==> config.mk <==
export PLATFORM = sky130hd
export DESIGN_NAME = hmtri_front
export DESIGN_NICKNAME = d
export VERILOG_FILES = /design/src/heightmap_triangle_height_query_defines.svh /design/src/hmtri_pkg.sv /design/src/hmtri_front.sv
export SDC_FILE = /design/constraint.sdc
export NUM_CORES = 1
export LEC_CHECK = 0
export CORE_MARGIN = 3
export CORE_UTILIZATION = 32
export DETAILED_ROUTE_END_ITERATION = 10
export DONT_BUFFER_PORTS = 1
export PLACE_DENSITY = 0.5
export SLEW_MARGIN = 5
export SYNTH_ARGS = -nofsm -noshare
export SYNTH_HDL_FRONTEND = slang
export SYNTH_SLANG_ARGS = --single-unit
==> constraint.sdc <==
create_clock -name clk -period 3.18 [get_ports clk]
set_input_delay 0.159 -clock clk [delete_from_list [all_inputs] [get_ports clk]]
set_output_delay 0.159 -clock clk [all_outputs]
set_load 0.01 [all_outputs]
==> src/heightmap_triangle_height_query_defines.svh <==
// Assertion macros used by the heightmap triangle height query top module.
`ifndef HEIGHTMAP_TRIANGLE_HEIGHT_QUERY_DEFINES_SVH
`define HEIGHTMAP_TRIANGLE_HEIGHT_QUERY_DEFINES_SVH

// A condition that must hold at every clock edge outside reset.
`define HQ_ASSERT_ALWAYS(label, cond, msg) \
	label: assert property (@(posedge clk) disable iff (!arst_n) (cond)) else $error(msg);

// A consequent that must hold in the same cycle as its antecedent.
`define HQ_ASSERT_IMPLIES(label, ante, cons, msg) \
	label: assert property (@(posedge clk) disable iff (!arst_n) (ante) |-> (cons)) \
		else $error(msg);

`endif

==> src/hmtri_pkg.sv <==
// Package with constants, types and codes for the heightmap triangle height query.
`timescale 1ns / 1ps

package hmtri_pkg;

	// Grid geometry.
	localparam int GRID_CELLS = 128;
	localparam int GRID_SIDE  = GRID_CELLS + 1;
	localparam int GRID_DEPTH = GRID_SIDE * GRID_SIDE;
	localparam int ADDR_W     = $clog2(GRID_DEPTH);
	localparam int CELL_W     = (GRID_CELLS > 2) ? $clog2(GRID_CELLS) : 1;

	// Fixed point: a cell spans 1024 steps of 1/1024 world unit.
	localparam int FRAC_W   = 10;
	localparam int FRAC_ONE = 1 << FRAC_W;
	localparam int WEIGHT_W = FRAC_W + 1;
	localparam logic [31:0] POS_LIMIT = 32'(GRID_CELLS * FRAC_ONE);

	// Field widths.
	localparam int COORD_W  = 32;
	localparam int INDEX_W  = 8;
	localparam int SAMPLE_W = 8;
	localparam int HEIGHT_W = 18;
	localparam logic [HEIGHT_W-1:0] HEIGHT_MAX = HEIGHT_W'(255 * FRAC_ONE);

	// Register indexes of the configuration port.
	localparam int CFG_IDX_W = 1;
	localparam logic [CFG_IDX_W-1:0] REG_ORIGIN_X = 1'b0;
	localparam logic [CFG_IDX_W-1:0] REG_ORIGIN_Z = 1'b1;

	// Item kinds.
	localparam logic KIND_WRITE = 1'b0;
	localparam logic KIND_QUERY = 1'b1;

	// Work queue between front and back.
	localparam int QUEUE_DEPTH = 4;
	localparam int QPTR_W      = $clog2(QUEUE_DEPTH);
	localparam int QCNT_W      = $clog2(QUEUE_DEPTH + 1);

	// Quad corners in read order.
	localparam int CORNERS = 4;
	localparam logic [1:0] CRN_C0 = 2'd0;
	localparam logic [1:0] CRN_C1 = 2'd1;
	localparam logic [1:0] CRN_C2 = 2'd2;
	localparam logic [1:0] CRN_C3 = 2'd3;

	// One classified item on its way to the back end.
	typedef struct packed {
		logic                is_query;
		logic                on_grid;
		logic [CELL_W-1:0]   cx;
		logic [CELL_W-1:0]   cz;
		logic [FRAC_W-1:0]   fx;
		logic [FRAC_W-1:0]   fz;
		logic                wr_ok;
		logic [INDEX_W-1:0]  row;
		logic [INDEX_W-1:0]  col;
		logic [SAMPLE_W-1:0] sample;
	} hmtri_item_t;

	// Back end sequencer states.
	typedef enum logic [1:0] {
		BK_IDLE,
		BK_READ,
		BK_DRAIN,
		BK_DONE
	} hmtri_bk_state_t;

endpackage

==> src/hmtri_front.sv <==
// Front end: origin registers, offset, cell and fraction, and item classification.
`timescale 1ns / 1ps

module hmtri_front (
	input  logic                                 clk,
	input  logic                                 arst_n,
	input  logic                                 push,
	input  logic                                 full,
	input  logic                                 kind,
	input  logic [hmtri_pkg::INDEX_W-1:0]        grid_row,
	input  logic [hmtri_pkg::INDEX_W-1:0]        grid_col,
	input  logic [hmtri_pkg::SAMPLE_W-1:0]       height_byte,
	input  logic signed [hmtri_pkg::COORD_W-1:0] pos_x,
	input  logic signed [hmtri_pkg::COORD_W-1:0] pos_z,
	input  logic                                 cfg_wr_en,
	input  logic [hmtri_pkg::CFG_IDX_W-1:0]      cfg_index,
	input  logic [hmtri_pkg::COORD_W-1:0]        cfg_data,
	output logic                                 q_push,
	output hmtri_pkg::hmtri_item_t               q_item
);
	import hmtri_pkg::*;

	logic [COORD_W-1:0] origin_x_q;
	logic [COORD_W-1:0] origin_z_q;
	logic [COORD_W:0]   rx;
	logic [COORD_W:0]   rz;
	logic               in_x;
	logic               in_z;

	// Chunk origin registers.
	always_ff @(posedge clk or negedge arst_n) begin
		if (!arst_n) begin
			origin_x_q <= '0;
			origin_z_q <= '0;
		end else if (cfg_wr_en) begin
			case (cfg_index)
				REG_ORIGIN_X: origin_x_q <= cfg_data;
				REG_ORIGIN_Z: origin_z_q <= cfg_data;
				default: ;
			endcase
		end
	end

	// Exact signed offsets; a negative offset floors below cell 0 and misses.
	always_comb begin
		rx   = {pos_x[COORD_W-1], pos_x} - {origin_x_q[COORD_W-1], origin_x_q};
		rz   = {pos_z[COORD_W-1], pos_z} - {origin_z_q[COORD_W-1], origin_z_q};
		in_x = !rx[COORD_W] && (rx[COORD_W-1:0] < POS_LIMIT);
		in_z = !rz[COORD_W] && (rz[COORD_W-1:0] < POS_LIMIT);
	end

	// Classify the beat and hand it to the queue.
	always_comb begin
		q_push          = push && !full;
		q_item.is_query = (kind == KIND_QUERY);
		q_item.on_grid  = in_x && in_z;
		q_item.cx       = rx[FRAC_W +: CELL_W];
		q_item.cz       = rz[FRAC_W +: CELL_W];
		q_item.fx       = rx[FRAC_W-1:0];
		q_item.fz       = rz[FRAC_W-1:0];
		q_item.wr_ok    = (int'(grid_row) <= GRID_CELLS) && (int'(grid_col) <= GRID_CELLS);
		q_item.row      = grid_row;
		q_item.col      = grid_col;
		q_item.sample   = height_byte;
	end

endmodule

==> metrics.md <==
| Metric | Value |
|---|---|
| Adder-Cell Fraction of Synth Area | `12.5%` |
| Final core occ | `42.7%` |
| Clk_lat worst skew | `0.33 ns` |
| Routed len/inst | `17.4 um` |
| Clock Root Buffer | `clkbuf_16` |
| Worst R2R Setup Slack | `2.30 ns` |
| Largest net degree at the start of global routing | `65` |
| Critical R2R Capture | `origin_z_q[0]` |
| Hold wc startpoint | `cfg_index` |
| Area of the multi-input gates | `4840 um2` |
| Final Worst Setup Slack | `-0.315 ns` |
| Total Routed Length | `21.9 mm` |
| Worst-margin pin slew | `0.965 ns` |
| Crit Path Max Fanout | `3` |
| Via count | `6475` |
| Mux cell area share after synthesis | `between 6 and 7%` |
| Power per cell area | `524 nW/um2` |
| Syn Std Cell Area | `6720 um2` |
| Worst Hold Path EP | `origin_x_q[2]` |
| Hold slack | `0.191 ns` |
| Reg area | `1600 um2` |
| Clock slew seen by the registers of the worst setup and hold paths | `around 0.05 ns` |
| Height of the die | `151 um` |
| Syn_area_per_cell | `roughly 7.8 um2` |
| Most area-consuming cells after synthesis | `dfrtp_1, ha_1, nand2_1` |
| Row cnt | `52` |
| Final Cycle Share | `110%` |
| Worst Hold Depth | `3` |
| Clock Sinks | `64` |
| Commonest non-fill, non-tap cell in the layout | `buf_4` |
| Area growth from synthesis to layout | `29.8%` |
| Sequential element share of the synthesized area | `23.8%` |
| Nets | `around 1200` |
| Port buffer count | `0` |
| Clock buffer depth | `2` |
| Commonest cells after routing, fill and taps aside | `buf_4, nand2_1, inv_1` |
| Worst Hold Class | `in2reg` |
| Register-to-Register Path Depth | `2` |
| Share of post-route cells with drive strength above 1 | `26.0%` |
| # DRC | `0` |
| Top-area cell type share of the netlist area | `approximately a quarter` |
| Die area | `22800 um2` |
| Final GP Congestion | `approximately 0.85` |
| Setup Crit Path Kind | `reg2out` |
| CTS H-tree depth | `3` |
| First-pass GRT wire length | `about 35 mm` |
| Worst rel slew slack | `35.6%` |
| WP data required | `3.02 ns` |
| Antenna viol nets, final | `0` |
| Io pins | `about 190` |
| Slew Limit Fails | `0` |
| Simple-gate portion of the synthesized area | `18.2%` |
| Vias/cell | `approximately 5` |
| Grt ovf | `0` |
| Post-DP HPWL | `approximately 18 mm` |
| Final hold vios | `0` |
| Initial antenna violation count | `0` |
| Post-synth cell types | `68` |
| CTS Buf Count | `9` |
| CTS tree | `done` |
| Diode count | `0` |
| Gate Count Post-Synth | `861` |
| Unrepaired setup endpoints after global routing | `yes` |
| Max cap viols | `0` |
| Ys Warns | `0` |
| Starting Density | `32.9%` |
| Status | `complete, but fails checks` |
| Flops & latches, synth | `between 60 and 70` |
| Layout filler cell count | `about 2100` |
| Clk_skew | `0 ns` |
| Fmax | `286 MHz` |
| Critical path capture point type | `output pin` |
| Overall Global Routing Usage | `19.3%` |
| Post-synthesis compound-gate area fraction | `24.8%` |
| Syn_nets | `1054` |
| Most used DFF post-synth | `dfrtp_1` |
| Largest area contributor in the netlist | `dfrtp_1` |
| FFs w/ async S/R, synth | `100%` |
| Peak VDD IR | `0.000244 V` |
| Leak Pwr | `0.00386 uW` |
| Dpl cells | `between 1000 and 1500` |
| Die Wd | `151 um` |
| Crit start category | `flip-flop` |
| Core Region | `20400 um2` |
| Setup Viol. Count Final | `1` |
| Vias in the first global route | `6533` |
| Largest family of logic cells by synthesized area | `compound AO/OA/AOI/OAI gates` |
| Post-Synth XOR/XNOR Area | `under 10%` |
| FF-to-FF Start | `origin_z_q[0]` |
| Final worst path period need | `3.50 ns` |
| Post-Layout Cell Count | `1259` |
| Failing checks | `negative setup slack` |
| Post-synth EDFFs | `0` |
| Arr. time, crit path | `3.34 ns` |
| DR iter-0 viols | `~290` |
| Drt first pass iters | `5` |
sequential cells by signal (all words and copies together) (netlist names):
name,flops
origin_z_q,32
origin_x_q,32
critical path, cell delays in order, from the launching register on:
cell	delay [ns]
dfrtp_1	0.38
ha_2	0.19
fa_2	0.34
nand2b_4	0.16
a21oi_4	0.17
o21ai_2	0.09
and2_4	0.18
o31ai_4	0.22
nand3_2	0.15
a2111oi_4	0.42
nand4_1	0.18
nor4_2	0.35
buf_4	0.18
report_power, final:
group	switching [uW]	internal (uW)	total [uW]
Sequential	52.1	927	980
Combinational	1440	1140	2580
Clock	363	647	1010
Total	1850	2720	4570
how the worst max path moves through the flow:
stage,from,to,slack (ns)
after CTS,origin_z_q[0],q_item[59],-0.29
after global routing,origin_z_q[0],q_item[59],-0.50
after global placement,origin_z_q[0],q_item[59],-0.34
after floorplan,origin_z_q[0],q_item[59],0.23
after detailed placement,origin_z_q[0],q_item[59],-0.38
final,origin_z_q[0],q_item[59],-0.32
cells by family (layout without fill, tap and decap cells):
family | Yosys count | after routing
AOI/OAI and AO/OA | 260 | 260
xor gates and xnor gates | 41 | 41
adders and majority gates | 66 | 66
buffers and inverters | 134 | 262
DFF | 64 | 64
muxes | 37 | 37
and+or+nand+nor | 259 | 259
layer usage:
metal	vias to the layer above	share of wire, %	global-route usage [%]
li1	3278	-	-
met1	3000	47	26.1
met2	177	46	31.5
met3	20	5.4	4.10
met4	0	1.4	4.85
met5	-	0	0
through the flow:
stage          power, uW  setup TNS (ns)  setup WS, ns  cell area (um2)
2_1_floorplan       2530               0         0.231             6720
3_5_place_dp        3300          -0.377        -0.377             7670
5_1_grt             4910          -0.504        -0.504             8720
6_report            4570          -0.315        -0.315             8720
4_1_cts             4530          -0.289        -0.289             8590
3_3_place_gp        3300          -0.337        -0.337             7670
synthesized netlist by cell type (all sizes together) (7+ instances only):
library cell and count:
nor3 16, xnor2 28, and2 10, clkbuf 10, nor2 55, o211ai 16
nand4 14, a21o 14, ha 64, nand2b 19, inv 82, mux2 34
a21oi 78, o21a 9, nand2 104, dfrtp 64, xor2 13, a211oi 10
a31oi 7, o21ai 83, nor4 10, buf 42, nand3 11
final cells by class:
class                   instances  share of cell area (%)
flip-flops and latches         64                    18.4
clock inverters                 3                   0.459
inverters                      82                    3.53
multi-input cells             663                    55.5
clock buffers                  13                    2.98
repair buffers                164                    15.3
well taps                     270                    3.87
repair_timing:
action                     CTS  global route
cloned                       0             0
gates resized for setup     42            24
setup buffers                6             3
pin swaps                   23            18
setup endpoints to repair    1             1
hold endpoints to repair   128             0
hold buffers                34             0
Power figures use the tool's default switching activity.
