==> src/heightmap_triangle_height_query_defines.svh <==
// Assertion macros used by the heightmap triangle height query top module.
`ifndef HEIGHTMAP_TRIANGLE_HEIGHT_QUERY_DEFINES_SVH
`define HEIGHTMAP_TRIANGLE_HEIGHT_QUERY_DEFINES_SVH

// A condition that must hold at every clock edge outside reset.
`define HQ_ASSERT_ALWAYS(label, cond, msg) \
	label: assert property (@(posedge clk) disable iff (!arst_n) (cond)) else $error(msg);

// A consequent that must hold in the same cycle as its antecedent.
`define HQ_ASSERT_IMPLIES(label, ante, cons, msg) \
	label: assert property (@(posedge clk) disable iff (!arst_n) (ante) |-> (cons)) \
		else $error(msg);

`endif

==> src/hmtri_pkg.sv <==
// Package with constants, types and codes for the heightmap triangle height query.
`timescale 1ns / 1ps

package hmtri_pkg;

	// Grid geometry.
	localparam int GRID_CELLS = 128;
	localparam int GRID_SIDE  = GRID_CELLS + 1;
	localparam int GRID_DEPTH = GRID_SIDE * GRID_SIDE;
	localparam int ADDR_W     = $clog2(GRID_DEPTH);
	localparam int CELL_W     = (GRID_CELLS > 2) ? $clog2(GRID_CELLS) : 1;

	// Fixed point: a cell spans 1024 steps of 1/1024 world unit.
	localparam int FRAC_W   = 10;
	localparam int FRAC_ONE = 1 << FRAC_W;
	localparam int WEIGHT_W = FRAC_W + 1;
	localparam logic [31:0] POS_LIMIT = 32'(GRID_CELLS * FRAC_ONE);

	// Field widths.
	localparam int COORD_W  = 32;
	localparam int INDEX_W  = 8;
	localparam int SAMPLE_W = 8;
	localparam int HEIGHT_W = 18;
	localparam logic [HEIGHT_W-1:0] HEIGHT_MAX = HEIGHT_W'(255 * FRAC_ONE);

	// Register indexes of the configuration port.
	localparam int CFG_IDX_W = 1;
	localparam logic [CFG_IDX_W-1:0] REG_ORIGIN_X = 1'b0;
	localparam logic [CFG_IDX_W-1:0] REG_ORIGIN_Z = 1'b1;

	// Item kinds.
	localparam logic KIND_WRITE = 1'b0;
	localparam logic KIND_QUERY = 1'b1;

	// Work queue between front and back.
	localparam int QUEUE_DEPTH = 4;
	localparam int QPTR_W      = $clog2(QUEUE_DEPTH);
	localparam int QCNT_W      = $clog2(QUEUE_DEPTH + 1);

	// Quad corners in read order.
	localparam int CORNERS = 4;
	localparam logic [1:0] CRN_C0 = 2'd0;
	localparam logic [1:0] CRN_C1 = 2'd1;
	localparam logic [1:0] CRN_C2 = 2'd2;
	localparam logic [1:0] CRN_C3 = 2'd3;

	// One classified item on its way to the back end.
	typedef struct packed {
		logic                is_query;
		logic                on_grid;
		logic [CELL_W-1:0]   cx;
		logic [CELL_W-1:0]   cz;
		logic [FRAC_W-1:0]   fx;
		logic [FRAC_W-1:0]   fz;
		logic                wr_ok;
		logic [INDEX_W-1:0]  row;
		logic [INDEX_W-1:0]  col;
		logic [SAMPLE_W-1:0] sample;
	} hmtri_item_t;

	// Back end sequencer states.
	typedef enum logic [1:0] {
		BK_IDLE,
		BK_READ,
		BK_DRAIN,
		BK_DONE
	} hmtri_bk_state_t;

endpackage

==> src/hmtri_queue.sv <==
// Short work queue that decouples the front end from the back end.
`timescale 1ns / 1ps

module hmtri_queue (
	input  logic                   clk,
	input  logic                   arst_n,
	input  logic                   wr_en,
	input  hmtri_pkg::hmtri_item_t wr_item,
	input  logic                   rd_en,
	output hmtri_pkg::hmtri_item_t rd_item,
	output logic                   q_full,
	output logic                   q_empty
);
	import hmtri_pkg::*;

	hmtri_item_t       slot_q [QUEUE_DEPTH];
	logic [QPTR_W-1:0] wr_ptr_q;
	logic [QPTR_W-1:0] rd_ptr_q;
	logic [QCNT_W-1:0] count_q;
	logic              do_wr;
	logic              do_rd;

	assign q_full  = (count_q == QCNT_W'(QUEUE_DEPTH));
	assign q_empty = (count_q == '0);
	assign do_wr   = wr_en && !q_full;
	assign do_rd   = rd_en && !q_empty;
	assign rd_item = slot_q[rd_ptr_q];

	// Pointers and fill count.
	always_ff @(posedge clk or negedge arst_n) begin
		if (!arst_n) begin
			wr_ptr_q <= '0;
			rd_ptr_q <= '0;
			count_q  <= '0;
		end else begin
			if (do_wr) begin
				wr_ptr_q <= (wr_ptr_q == QPTR_W'(QUEUE_DEPTH - 1)) ? '0 : wr_ptr_q + 1'b1;
			end
			if (do_rd) begin
				rd_ptr_q <= (rd_ptr_q == QPTR_W'(QUEUE_DEPTH - 1)) ? '0 : rd_ptr_q + 1'b1;
			end
			if (do_wr && !do_rd) begin
				count_q <= count_q + 1'b1;
			end else if (do_rd && !do_wr) begin
				count_q <= count_q - 1'b1;
			end
		end
	end

	// Entry storage.
	always_ff @(posedge clk) begin
		if (do_wr) begin
			slot_q[wr_ptr_q] <= wr_item;
		end
	end

endmodule

==> config.mk <==
export PLATFORM = sky130hd
export DESIGN_NAME = hmtri_queue
export DESIGN_NICKNAME = d
export VERILOG_FILES = /design/src/heightmap_triangle_height_query_defines.svh /design/src/hmtri_pkg.sv /design/src/hmtri_queue.sv
export SDC_FILE = /design/constraint.sdc
export NUM_CORES = 1
export LEC_CHECK = 0
export BUFFER_PORTS_ARGS = -buffer_cell sky130_fd_sc_hd__buf_2
export CORE_UTILIZATION = 45
export CTS_BUF_LIST = sky130_fd_sc_hd__clkbuf_8
export DETAILED_ROUTE_END_ITERATION = 16
export MAX_ROUTING_LAYER = met4
export PLACE_DENSITY_LB_ADDON = 0.08
export SETUP_SLACK_MARGIN = 0.05
export SKIP_CTS_REPAIR_TIMING = 1
export SLEW_MARGIN = 20
export SYNTH_ARGS = -nofsm -noshare
export SYNTH_HDL_FRONTEND = slang
export SYNTH_SLANG_ARGS = --single-unit
==> constraint.sdc <==
create_clock -name clk -period 4 [get_ports clk]
set_input_delay 0.2 -clock clk [delete_from_list [all_inputs] [get_ports clk]]
set_output_delay 0.2 -clock clk [all_outputs]
set_load 0.1 [all_outputs]
==> impl_results.md, run 1 <==
* Metal3 WL at around 900 µm
* GRT Residual Overflow at 0
* Worst-path cell chain: buf_12 > mux4_2 > buf_2
* Fmax at 351 MHz
* Largest net degree at the start of global routing at between 60 and 70
* Number of synthesized register bits at approximately 250
* Simple-gate share of the synthesized area at less than 1%
* HP Class: input port to async pin
* IO Pins at 128
* Drt first-iter violations at about 210
* Setup Skew at about 12 ps
* Die Y at 146 µm
* Async SR Flop Fraction at approximately 2.8%
* Crit. End Element: output pin
* Die X at around 150 µm
* Mapped Cells at between 300 and 400
* Main combinational cell family by area after synthesis: multiplexers
* Final nets at 647
* Slew @ Worst Pin at 1010 ps
* WL final at ~17000 µm
* Total GRT Usage at roughly 17%
* Met2 routed WL at roughly 9000 µm
* Unrepaired setup endpoints after global routing: false
* First-pass iteration count of the detailed router at 4
* Final ANT Viol Nets at 0
* Multi-input gate area at roughly 1700 µm²
* Share of layout cells above drive strength 1 at approximately 42%
* First-pass GRT wire length at between 20000 and 30000 µm
* Area grow syn2layout at 23.3%
* Syn Nets at between 400 and 500
* Critical path's slowest cell: dfrtp_4
* Max incr delay on CP at ~850 ps
* WP data arrival at between 2000 and 3000 ps
* Final setup violation count at 0
* # fillers at 1621
* Num CTS Buffers at 40
* Max-Cap Viols at 0
* Crit start category: register
* Later-pin clock latency in the skew report at between 500 and 600 ps
* Synthesized area per cell at between 20 and 30 µm²
* Compound-Gate Fraction of Synth Area at 0.215%
* TritonCTS clock tree: done
* Non-Filler Instances at a little under 900
* Sequential cell area at 7510 µm²
* Proportion of synthesized area in mux cells at 15.3%
* Initial Util at 45.9%
* Kind of critical path: register to output pin
* DP HPWL at 9190 µm
* Leading area contributor after synthesis: edfxtp_1
* Setup tns final at 0 ps
* RePlAce Congestion at between 0.6 and 0.7
* Avg Vias per Cell at approximately 5
* Slew HR at roughly 33%
* Yosys top cell area share at between 70% and 80%
* Yosys warns at 0
* Uppermost routed layer: met4
* Buffers on Ports at 127
* Buffers plus inverters on the worst setup path at 2
* Largest cells by area after synthesis: edfxtp_1 (79%), mux4_2 (15%), dfrtp_1 (1.9%), buf_12 (1.3%), ha_1 (0.81%)
* Max Slew Vio Count at 0
* Clock Tree Buf Depth at 3
* Vias in the first global route at ~4800
* Detailed-route via count at roughly 4400
* Most frequent cell after synthesis: edfxtp_1
* Outcome: completed
* Synth Cell Area at around 9300 µm²
* Top delay family on crit path: flip-flops
* WL/cell at around 20 µm
* Xor-xnor portion of the synthesized cell area at less than 1%
* Core area at roughly 20000 µm²
* Drt drc at 0
* Diode count at 0
* Critical Path Fanout Max at 33
* Final hold violation count at 0
* Fin crit period at ~2900 ps
* Worst EP required at around 3800 ps
* Row count at 52
* Initial antenna violation count at 0
* Synth Area in Adders at between 1 and 1.5%
* Synth Flop Type: edfxtp_1
* Top cells by count, synth: edfxtp_1 (244), mux4_2 (61), dfrtp_1 (7)
* Netlist cell types at 23
* Sequential fraction of the synthesis area at ~80%
* Dpl cells at about 740
* Die area at between 20000 and 25000 µm²
* Worst-path clk slew at 60 ps
* Clk root buf: clkbuf_8
* H-tree levels at 2
* Post-synth EDFFs at between 200 and 250
* CTS Sinks at 251
* Final period utilization at between 70% and 80%
* M1 WL at 6980 µm
[metal layers]
| layer | global-route usage, % | vias up |
|---|---|---|
| met3 | 4.95 | 31 |
| met2 | 29.4 | 115 |
| met4 | 5.58 | 0 |
| met1 | 19.8 | 2272 |
| li1 | - | 1961 |
| met5 | - | - |
[worst register-to-register path: cells and delay by family (launching register included)]
family,cells,cell delay (ps)
XOR/XNOR,2,320
flip-flops,1,470
adder cells (fa/ha/maj),2,650
AND/OR/NAND/NOR,1,130
buffers and inverters,1,60
AO/OA/AOI/OAI,1,450
[flip-flops by register name, indices dropped and copies added, names as in the netlist]
| register | cells |
|---|---|
| count_q | 3 |
| slot_q | 244 |
| rd_ptr_q | 2 |
| wr_ptr_q | 2 |
[cell usage in the layout, fill, tap and decap left out]
master	instances
a21o_1	1
and2_4	3
buf_12	2
buf_2	127
clkbuf_8	41
clkinv_1	5
clkinv_2	5
clkinvlp_4	2
dfrtp_1	5
dfrtp_4	2
dlygate4sd3_1	62
edfxtp_1	244
fa_1	1
ha_1	6
inv_1	19
mux2_1	1
mux2_2	1
mux2_4	2
mux4_2	61
nand2_1	1
nor2_1	2
nor2_4	1
nor2b_4	1
nor3_1	2
nor3b_4	1
o31ai_2	1
xnor2_1	1
xor2_1	2
[kinds of logic (layout without fill, tap and decap cells)]
group                      after synthesis  in the layout
buffers and inverters                   17            263
adders and majority gates                7              7
DFF                                    251            251
xor gates and xnor gates                 3              3
muxes                                   65             65
AOI/OAI and AO/OA                        2              2
and+or+nand+nor                         11             11
[worst paths after layout]
| path | from | to | slack [ps] | cells after the start |
|---|---|---|---|---|
| max | rd_ptr_q[0] | rd_item[8] | 1150 | 3 |
| min | arst_n | wr_ptr_q[0] | 60 | 2 |
| max reg2reg | count_q[0] | count_q[2] | 1840 | 7 |
| min reg2reg | count_q[2] | count_q[2] | 560 | 1 |
| max in group asynchronous | arst_n | rd_ptr_q[1] | 3760 | 2 |
| min in group clk | rd_en | rd_ptr_q[0] | 70 | 3 |
[metrics by stage]
step	hold slack (ps)	utilization, %	instance area (µm²)	setup WS [ps]
after floorplan	-95.6	-	9320	218
after global placement	45.3	50.2	10200	1600
after detailed placement	50.5	50.2	10200	1590
after CTS	-515	53.6	10900	1020
after global routing	47.6	56.6	11500	941
final	56.7	56.6	11500	1150
[area by class of cell]
class | count | area share [%]
inverter | 3 | 0.0979
clock buffer | 41 | 4.91
timing repair buffer | 191 | 11.3
multi-input combinational | 88 | 14.4
clock inverter | 28 | 1.03
sequential | 251 | 65.3
tap | 270 | 2.94
Power of run 1 is left out: the tool's default activity adds up to more than one toggle a clock period on the data nets, which glitch-free logic cannot reach.
==> run 2: changes to the inputs <==
clock period = 2.7 ns   (was 4 ns; I/O delays follow)
==> impl_results.md, run 2 (same netlist as run 1, synthesis figures left out) <==
* Outcome: completed (unchanged)
* Reg with most FFs: slot_q (unchanged)
* Hold-critical path endpoint: wr_ptr_q[0]
* TritonCTS clock tree: done (unchanged)
* Clk root buf: clkbuf_8 (unchanged)
* Slew HR at 61.1% (was 33.0%)
* First-pass GRT wire length at 26700 µm (was 26500 µm)
* Largest net degree at the start of global routing at 64 (unchanged)
* Initial antenna violation count at 1 (was 0)
* Fin crit period at between 2000 and 2500 ps
* Commonest cells after routing, fill and taps aside: edfxtp_1 (244), buf_2 (127), dlygate4sd3_1 (64) (was edfxtp_1 (244), buf_2 (127), dlygate4sd3_1 (62))
* Worst hold slack at 103 ps (was 56.7 ps)
* Initial Util at 45.9% (unchanged)
* WP data arrival at 2320 ps (was 2650 ps)
* Num CTS Buffers at 41 (was 40)
* IO Pins at 128 (unchanged)
* Die Y at 146 µm (unchanged)
* Most common cell after layout, fill and taps aside: edfxtp_1 (unchanged)
* HP Class: input port to register (was input port to async pin)
* Share of layout cells above drive strength 1 at 42.9% (was 41.5%)
* Vias in the first global route at 4792 (was 4773)
* Hold path depth at 3
* Area grow syn2layout at 26.5% (was 23.3%)
* Final nets at 668 (was 647)
* Worst-path clk slew at 60 ps (about the same)
* Crit. End Element: output pin (unchanged)
* Clock Tree Buf Depth at 3 (unchanged)
* Row count at 52 (unchanged)
* RePlAce Congestion at 0.726 (was 0.673)
* CTS Sinks at 251 (unchanged)
* Final ANT Viol Nets at 0 (unchanged)
* WL final at 17500 µm (was 17200 µm)
* Top flop regs: slot_q x244, count_q x3 (unchanged)
* Worst reg2reg path endpoint: count_q[2] (unchanged)
* Die area at 21300 µm² (unchanged)
* H-tree levels at 2 (unchanged)
* Die X at 146 µm (unchanged)
* Max FFs per register at 244 (unchanged)
* Max incr delay on CP at 810 ps (was 850 ps)
* Final period utilization at between 90% and 100%
* FF-to-FF path depth at 7 (unchanged)
* Later-pin clock latency in the skew report at 520 ps (about the same)
* Unrepaired setup endpoints after global routing: false (unchanged)
* Critical Path Fanout Max at 33 (unchanged)
* Drt drc at 0 (unchanged)
* DP HPWL at 10200 µm (was 9190 µm)
* Kind of critical path: register to output pin (unchanged)
* Sequential cell area at 7510 µm² (unchanged)
* First-pass iteration count of the detailed router at 4 (unchanged)
* Buffers on Ports at 127 (unchanged)
* Source of the worst hold timing path: wr_en
* Critical path's slowest cell: dfrtp_4 (unchanged)
* Worst EP required at 2570 ps (was 3800 ps)
* Core area at 20300 µm² (unchanged)
* # fillers at 1596 (was 1621)
* Crit start category: register (unchanged)
* Avg Vias per Cell at 5.04 (was 5.02)
* Multi-input gate area at 1660 µm² (unchanged)
* Final hold violation count at 0 (unchanged)
* R2r startpoint: count_q[0] (unchanged)
* Slew @ Worst Pin at 584 ps (was 1010 ps)
* Setup Skew at 7.81 ps (was 12.3 ps)
* Detailed-route via count at 4520 (was 4379)
* Drt first-iter violations at 167 (was 206)
* Fmax at 407 MHz
* Final setup violation count at 0 (unchanged)
* Worst R2R Setup Slack at 590 ps (was 1840 ps)
* WL/cell at 19.6 µm (was 19.7 µm)
* Max Slew Vio Count at 0 (unchanged)
* Total GRT Usage at 17.3% (about the same)
* Max-Cap Viols at 0 (unchanged)
* Worst-path cell chain: buf_12 > mux4_2 > buf_2 (unchanged)
* GRT Residual Overflow at 0 (unchanged)
==> run 2: cell count changes in the layout (fill, tap and decap cells not counted), moves of 2 or more <==
cell           change
clkinvlp_4         -2
buf_4             +14
dlygate4sd3_1      +2
bufinv_16          +3
buf_12             +4
clkinv_1           +9
inv_1              -6
clkinv_2           -3
==> run 2: area by class of cell <==
cell class	instances	share of cell area, %
well taps	270	2.86
clock buffers	42	4.90
diodes	1	0.0212
inverters	3	0.0954
flip-flops and latches	251	63.6
multi-input cells	88	14.1
clock inverters	30	1.69
repair buffers	211	12.7
==> run 2: critical path, delay by kind of cell (launching register included) <==
| kind | cells | cell delay [ps] |
|---|---|---|
| DFF | 1 | 810 |
| muxes | 1 | 240 |
| buffers and inverters | 2 | 740 |
==> run 2: routing by layer <==
layer | vias to the layer above | part of all wire [%] | GRT usage (%)
met2 | 133 | 50 | 27.4
met4 | 0 | 2.2 | 6.32
met5 | - | 0 | -
met3 | 31 | 5.0 | 4.36
met1 | 2339 | 43 | 21.8
li1 | 2017 | - | -
==> run 2: worst max path at each step <==
stage / cells after the start / slack [ps] / end / from
2_1_floorplan: 2 / -50 / slot_q[3][0] / count_q[2]
3_3_place_gp: 2 / 600 / rd_item[45] / rd_ptr_q[1]
3_5_place_dp: 7 / 570 / count_q[2] / count_q[0]
4_1_cts: 2 / 50 / rd_item[45] / rd_ptr_q[1]
5_1_grt: 3 / 120 / rd_item[42] / rd_ptr_q[1]
6_report: 3 / 240 / rd_item[54] / rd_ptr_q[1]
==> run 2: per-stage QoR <==
stage | setup slack, ps | setup TNS, ps | std cells | util, % | area (µm²)
final | 245 | 0 | 896 | 58.1 | 11800
after global routing | 123 | 0 | 896 | 58.1 | 11800
after CTS | 51.6 | 0 | 825 | 54.7 | 11100
after detailed placement | 575 | 0 | 753 | 50.8 | 10300
after global placement | 604 | 0 | 753 | 50.8 | 10300
after floorplan | -51.1 | -3120 | 356 | - | 9330
Power of run 2 is left out for the same reason.
